===== config.mk =====
export PLATFORM = sky130hd
export DESIGN_NAME = pecr_update
export DESIGN_NICKNAME = d
export VERILOG_FILES = /design/src/rtl/core/pecr_pkg.sv /design/src/rtl/core/pecr_update.sv
export SDC_FILE = /design/constraint.sdc
export NUM_CORES = 1
export LEC_CHECK = 0
export BUFFER_PORTS_ARGS = -buffer_cell sky130_fd_sc_hd__buf_2
export CAP_MARGIN = 0
export CORE_AREA = 2 2 144 146
export DETAILED_ROUTE_END_ITERATION = 7
export DIE_AREA = 0 0 146 148
export PLACE_DENSITY = 0.79
export REMOVE_ABC_BUFFERS = 1
export SKIP_LAST_GASP = 1
export SYNTH_ARGS = -nofsm -noshare
export SYNTH_HDL_FRONTEND = slang
export SYNTH_SLANG_ARGS = --single-unit

===== constraint.sdc =====
create_clock -name clk -period 10.4 [get_ports clk]
set_input_delay 1.04 -clock clk [delete_from_list [all_inputs] [get_ports clk]]
set_output_delay 1.04 -clock clk [all_outputs]
set_load 0.03 [all_outputs]

===== src/rtl/core/pecr_pkg.sv =====
// Shared types and constants for the per-id event counter.
// Used by pecr_count_ram, pecr_update and per_id_event_counter_pow2_report.
// No dependencies.
package pecr_pkg;

	// Table geometry
	localparam int TABLE_DEPTH = 65536;
	localparam int COUNT_WIDTH = 32;
	localparam int ADDR_W      = $clog2(TABLE_DEPTH);

	// Field widths
	localparam int ID_W      = 32;
	localparam int EV_W      = 12;
	localparam int TIME_W    = 64;
	localparam int RPT_CNT_W = 32;
	localparam int CFG_W     = 32;
	localparam int CMP_W     = (COUNT_WIDTH > CFG_W) ? COUNT_WIDTH : CFG_W;

	// Stream data widths, padded to whole bytes
	localparam int IN_FIELDS_W  = ID_W + EV_W + TIME_W;
	localparam int IN_DATA_W    = ((IN_FIELDS_W + 7) / 8) * 8;
	localparam int OUT_FIELDS_W = ID_W + EV_W + RPT_CNT_W + TIME_W;
	localparam int OUT_DATA_W   = ((OUT_FIELDS_W + 7) / 8) * 8;

	typedef logic [ADDR_W-1:0]      addr_t;
	typedef logic [COUNT_WIDTH-1:0] count_t;

	localparam count_t             COUNT_MAX = '1;
	localparam addr_t              LAST_ADDR = ADDR_W'(TABLE_DEPTH - 1);
	localparam logic [ID_W-1:0]    DEPTH_ID  = ID_W'(TABLE_DEPTH);
	localparam logic [CFG_W-1:0]   MIN_RESET = CFG_W'(64);

	// Write port into the counter memory
	typedef struct packed {
		logic   en;
		addr_t  addr;
		count_t data;
	} wr_port_t;

	// One report, as it leaves the update stage
	typedef struct packed {
		logic [TIME_W-1:0]    time_ns;
		logic [RPT_CNT_W-1:0] count;
		logic [EV_W-1:0]      event_number;
		logic [ID_W-1:0]      proc_id;
	} report_t;

endpackage


===== src/rtl/core/pecr_update.sv =====
// Update stage: takes the read counter, forwards the last written value,
// increments with saturation, writes back and decides on a report.
// Depends on pecr_pkg.
module pecr_update (
	input  logic                       clk,
	input  logic                       arst_n,
	input  logic                       accept,
	input  logic [pecr_pkg::ID_W-1:0]   proc_id,
	input  logic [pecr_pkg::EV_W-1:0]   event_number,
	input  logic [pecr_pkg::TIME_W-1:0] time_ns,
	input  pecr_pkg::count_t            rd_data,
	input  logic [pecr_pkg::CFG_W-1:0]  min_count,
	input  logic                       out_free,
	output logic                       stall,
	output pecr_pkg::wr_port_t          wr,
	output logic                       rpt_valid,
	output pecr_pkg::report_t           rpt
);
	import pecr_pkg::*;

	logic              valid_s1;
	addr_t             addr_s1;
	logic [ID_W-1:0]   id_s1;
	logic [EV_W-1:0]   ev_s1;
	logic [TIME_W-1:0] time_s1;

	logic              fwd_valid_q;
	addr_t             fwd_addr_q;
	count_t            fwd_count_q;

	count_t cur_count;
	count_t nxt_count;
	logic   is_pow2;
	logic   above_min;
	logic   report;
	logic   retire;

	// Memory read was issued before the last write landed: take the newer value
	assign cur_count = (fwd_valid_q && fwd_addr_q == addr_s1) ? fwd_count_q : rd_data;
	assign nxt_count = (cur_count == COUNT_MAX) ? cur_count : cur_count + 1'b1;
	assign is_pow2   = (nxt_count != '0) && ((nxt_count & (nxt_count - 1'b1)) == '0);
	assign above_min = CMP_W'(nxt_count) >= CMP_W'(min_count);
	assign report    = valid_s1 && is_pow2 && above_min;
	assign stall     = report && !out_free;
	assign retire    = valid_s1 && !stall;

	// Stage register; out-of-range ids never enter
	always_ff @(posedge clk or negedge arst_n) begin
		if (!arst_n) begin
			valid_s1 <= 1'b0;
		end else if (accept) begin
			valid_s1 <= (proc_id < DEPTH_ID);
		end else if (retire) begin
			valid_s1 <= 1'b0;
		end
	end

	always_ff @(posedge clk) begin
		if (accept) begin
			addr_s1 <= ADDR_W'(proc_id);
			id_s1   <= proc_id;
			ev_s1   <= event_number;
			time_s1 <= time_ns;
		end
	end

	// Last write back, for forwarding
	always_ff @(posedge clk or negedge arst_n) begin
		if (!arst_n) begin
			fwd_valid_q <= 1'b0;
		end else if (retire) begin
			fwd_valid_q <= 1'b1;
		end
	end

	always_ff @(posedge clk) begin
		if (retire) begin
			fwd_addr_q  <= addr_s1;
			fwd_count_q <= nxt_count;
		end
	end

	assign wr.en   = retire;
	assign wr.addr = addr_s1;
	assign wr.data = nxt_count;

	assign rpt_valid        = report && out_free;
	assign rpt.proc_id      = id_s1;
	assign rpt.event_number = ev_s1;
	assign rpt.count        = RPT_CNT_W'(nxt_count);
	assign rpt.time_ns      = time_s1;

endmodule


# After elaboration in Yosys (flattened, before gate mapping)
# Index checks and enable logic that the tools add are counted.
[op_classes]
addsub = 2
n_lt_le_gt_ge = 2
eq_ne = 2
muxes = 4
bitwise = 1
n_reduce_logical = 12
[op_table]
columns = ["cell", "count"]
rows = [
  ["$mux W32", 2],
  ["$add A32 B1 Y32 const B", 1],
  ["$and A32 B32 Y32", 1],
  ["$eq A32 B32 Y1 const B", 1],
  ["$ge A32 B32 Y1", 1],
  ["$logic_not A32 Y1", 1],
  ["$lt A32 B17 Y1 const B", 1],
  ["$reduce_bool A32 Y1", 1],
  ["$sub A32 B1 Y32 const B", 1],
  ["$eq A16 B16 Y1", 1],
  ["$logic_and A1 B1 Y1", 7],
  ["$logic_not A1 Y1", 2],
  ["$mux W1", 2],
  ["$reduce_bool A2 Y1", 1],
]
[word_totals]
register_bits = 174
out_inout_bits = 191
elab_cells = 31

# Depth between registers and ports, before layout
[depth]
word_depth = 16
mapped_depth = 31
depth_no_buf = 27

# Least setup slack after synthesis
# No wires, ideal clock.
[synth_path]
path_kind = "register to output"
from = "reg addr_s1[11]"
to = "out wr[48] (netlist name)"
arrival_ns = 9.128
t_required_ns = 9.360
path_slack_ns = 0.232
path_stages_with_launch = 29
n_path_buf = 4
path_cell_list = "edfxtp_1 -> xor2_1 -> or4_1 -> nor3_1 -> and2_1 -> buf_2 -> buf_2 -> nand2_1 -> nand2_1 -> ha_1 -> clkbuf_1 -> inv_2 -> or3_1 -> nor4_1 -> xnor2_1 -> mux2i_1 -> ha_1 -> a21o_1 -> a21o_1 -> a21o_1 -> a21o_1 -> a21o_1 -> a21o_1 -> a2111oi_0 -> o21ai_0 -> o21ai_0 -> nor4_4 -> nor2_1 -> buf_4"
[synth_rtl]
columns = ["item", "line_no", "rtl"]
rows = [
  ["start, declared", "pecr_update.sv:22", "addr_t addr_s1;"],
  ["start signal, assigned", "pecr_update.sv:60", "addr_s1 <= ADDR_W'(proc_id);"],
  ["end, declared", "pecr_update.sv:15", "output pecr_pkg::wr_port_t wr,"],
]

==> run metrics <==
Root Buffer Master=clkbuf_16; Placer Congestion=0.947; syn_area_per_cell=11.2 um2; clock sinks=158; Reg2Reg Depth=27; Final min period=9.14 ns; arrival time worst endpoint=8.10 ns; vias per std cell=5.77; family with the most delay on the worst path=simple AND/OR/NAND/NOR gates; Worst-path clk slew=0.08 ns; Die Wd=146 um; largest net degree at the start of global routing=72; CP Data Required Time=9.36 ns; synthesized area=0.00930 mm2; EDFF count, synth=156; Slew @ Worst Pin=0.917 ns; Avg WL per Cell=20.9 um; fin util=58.5%; worst vdd ir=0.122 mV; Hold Slack=0.399 ns; total gr overflow=0; part of the power in registers=44.7%; Clock Path Buffers=2; Worst Skew=0.0223 ns; routed length on met2=15300 um; Post-route DRC=0; # port buffers=366; Syn Inst Count=834; Rows=52; DP Cell Count=1410; Initial Utilization=46.4%; crit path capture type=output pin; overall routing resource usage=26.9%; status=completed; Die Footprint=0.0216 mm2; maximum clock rate=0.109 GHz; RSZ-0062 raised after global routing=no; CTS Buf Count=17; DR pass1 iterations=5; TritonCTS clock tree=built; most frequent cells in the layout=buf_2, edfxtp_1, nand2_1; Clock power frac=36.8%; PD cells=144 mW/mm2; Leakage=4.78 nW; Hold Crit Class=in -> async; relative max-transition margin=38.3%; share of layout cells above drive strength 1=37.6%; fin crit share=87.9%; 1st-iter DRT viols=727; Final Instance Count excl. Fillers=1450; distinct cell type count after synthesis=80; H-tree depth=4; CP Class=reg -> out; area grow syn2layout=25.9%; routed vias=8364; Yosys reg bits=158; first-pass GRT wire length=44500 um; critical path's largest stage delay=0.77 ns; Logic pwr share=18.5%; met3 wire length=3370 um; Buffers & Inverters on Critical Path=3; Switching Share=31.2%; Power Total=0.00168 W; critical path launch point type=flop; Total Wirelength=30300 um; antenna violations before repair=10; Max FO, Critical Path=17; commonest non-fill, non-tap cell in the layout=buf_2; MaxCap Viol Count=0; # setup viols final=0; critical path depth in cells=27; hold buffers post-CTS=0; Net Sw Power=0.000525 W; Boundary Pins=367; Worst-Skew Late Latency=0.44 ns; Synth async-reset ratio=1.27%; fin. max-slew vios=0; most frequent CP cell=a21o_1; Die Ht=148 um; Post-CTS Setup Bufs=0; post-CTS sizing=0; Highest Signal Layer=met5; net count reported at finish=1362; core area=0.0200 mm2; Routed Antenna Nets=0; Slowest-stage cell, CP=nor3_1; Metal-1 WL=10800 um; vias in the first global route=7947; register area share after synthesis=50.9%; Hold Vio Cnt, Final=0; Top FF cell, synth=edfxtp_1; HPWL Detailed=23800 um; YS warnings=0; P_int=0.00116 W
## flip-flops by register name (all words and copies together) (netlist names)
name,count
time_s1,64
fwd_count_q,32
id_s1,17
fwd_addr_q,16
addr_s1,15
ev_s1,12
fwd_valid_q,1
valid_s1,1
## routing by layer
layer  global-route usage (%)  vias to the layer above
li1                         -                     3856
met1                     31.4                     3963
met2                     46.5                      480
met3                     9.41                       59
met4                     8.98                        6
met5                        0                        -
## cells by family (layout without fill, tap and decap cells)
family / after synthesis / count (layout) / synth area share (%)
XOR/XNOR: 56 / 56 / 5.27
AND/OR/NAND/NOR: 292 / 292 / 18.4
multiplexers: 22 / 22 / 2.46
adder cells (fa/ha/maj): 32 / 32 / 4.17
buffers and inverters: 117 / 455 / 6.86
flip-flops: 158 / 158 / 50.9
AO/OA/AOI/OAI: 157 / 157 / 11.9
other: 0 / 8 / 0
## final cells by class
class / instances / area, um2
repair buffers: 376 / 1910
flip-flops and latches: 158 / 4730
well taps: 270 / 338
clock inverters: 15 / 174
fillers: 1747 / 8330
inverters: 47 / 176
diodes: 8 / 20.0
clock buffers: 17 / 425
multi-input cells: 559 / 3940
## stage by stage
stage,cell area (um2),setup WS [ns],setup TNS (ns)
floorplan,8840,-0.525,-0.525
global placement,11100,2.16,0
detailed placement,11100,1.88,0
CTS,11700,1.37,0
global route,11700,0.682,0
finish,11700,1.26,0
## synth_stat cells, types with 3 or more instances
cell type,instances,area (um2)
edfxtp_1,156,4680
buf_4,50,375
nand2_1,50,188
inv_1,46,173
nand4_1,39,244
nor2_1,36,135
a21oi_1,35,175
xnor2_1,35,307
nand3_1,30,150
ha_1,27,338
nor3_1,25,125
xor2_1,21,184
o21ai_0,19,95.1
nor4_1,18,113
a21o_1,15,113
mux2i_1,15,150
and4_1,14,123
or3_1,12,75.1
a211oi_1,10,75.1
and2_1,10,62.6
clkbuf_1,10,37.5
and3_1,9,56.3
buf_2,9,45.0
o211ai_1,8,60.1
o21a_1,8,60.1
a31oi_1,7,43.8
mux2_2,7,78.8
or2_2,6,37.5
or4_1,6,45.0
maj3_1,5,50.1
o31ai_1,5,37.5
o41ai_1,5,43.8
a2111oi_0,4,35.0
nand2b_1,4,25.0
nand3b_1,4,30.0
nand4b_1,4,35.0
nor2b_1,4,25.0
nor4_2,4,50.1
nor4b_1,3,26.3
o2111ai_1,3,26.3
## final timing paths
kind	start	to	slack, ns
max	addr_s1[11]$_DFFE_PP_	wr[48]	1.26
min	arst_n	fwd_valid_q$_DFFE_PN0P_	0.40
max reg2reg	addr_s1[11]$_DFFE_PP_	fwd_count_q[17]$_DFFE_PP_	1.99
min reg2reg	valid_s1$_DFFE_PN0P_	valid_s1$_DFFE_PN0P_	0.50
max in group asynchronous	arst_n	valid_s1$_DFFE_PN0P_	9.89
min in group clk	valid_s1$_DFFE_PN0P_	valid_s1$_DFFE_PN0P_	0.50
## power groups by stage
stage	sequential [W]	clock, W	combinational (W)
floorplan	0.000846	0	0.0000993
global placement	0.000764	0	0.000307
detailed placement	0.000766	0	0.000310
CTS	0.000753	0.000630	0.000311
global route	0.000756	0.000654	0.000331
finish	0.000752	0.000620	0.000311
Power figures use the tool's default switching activity.
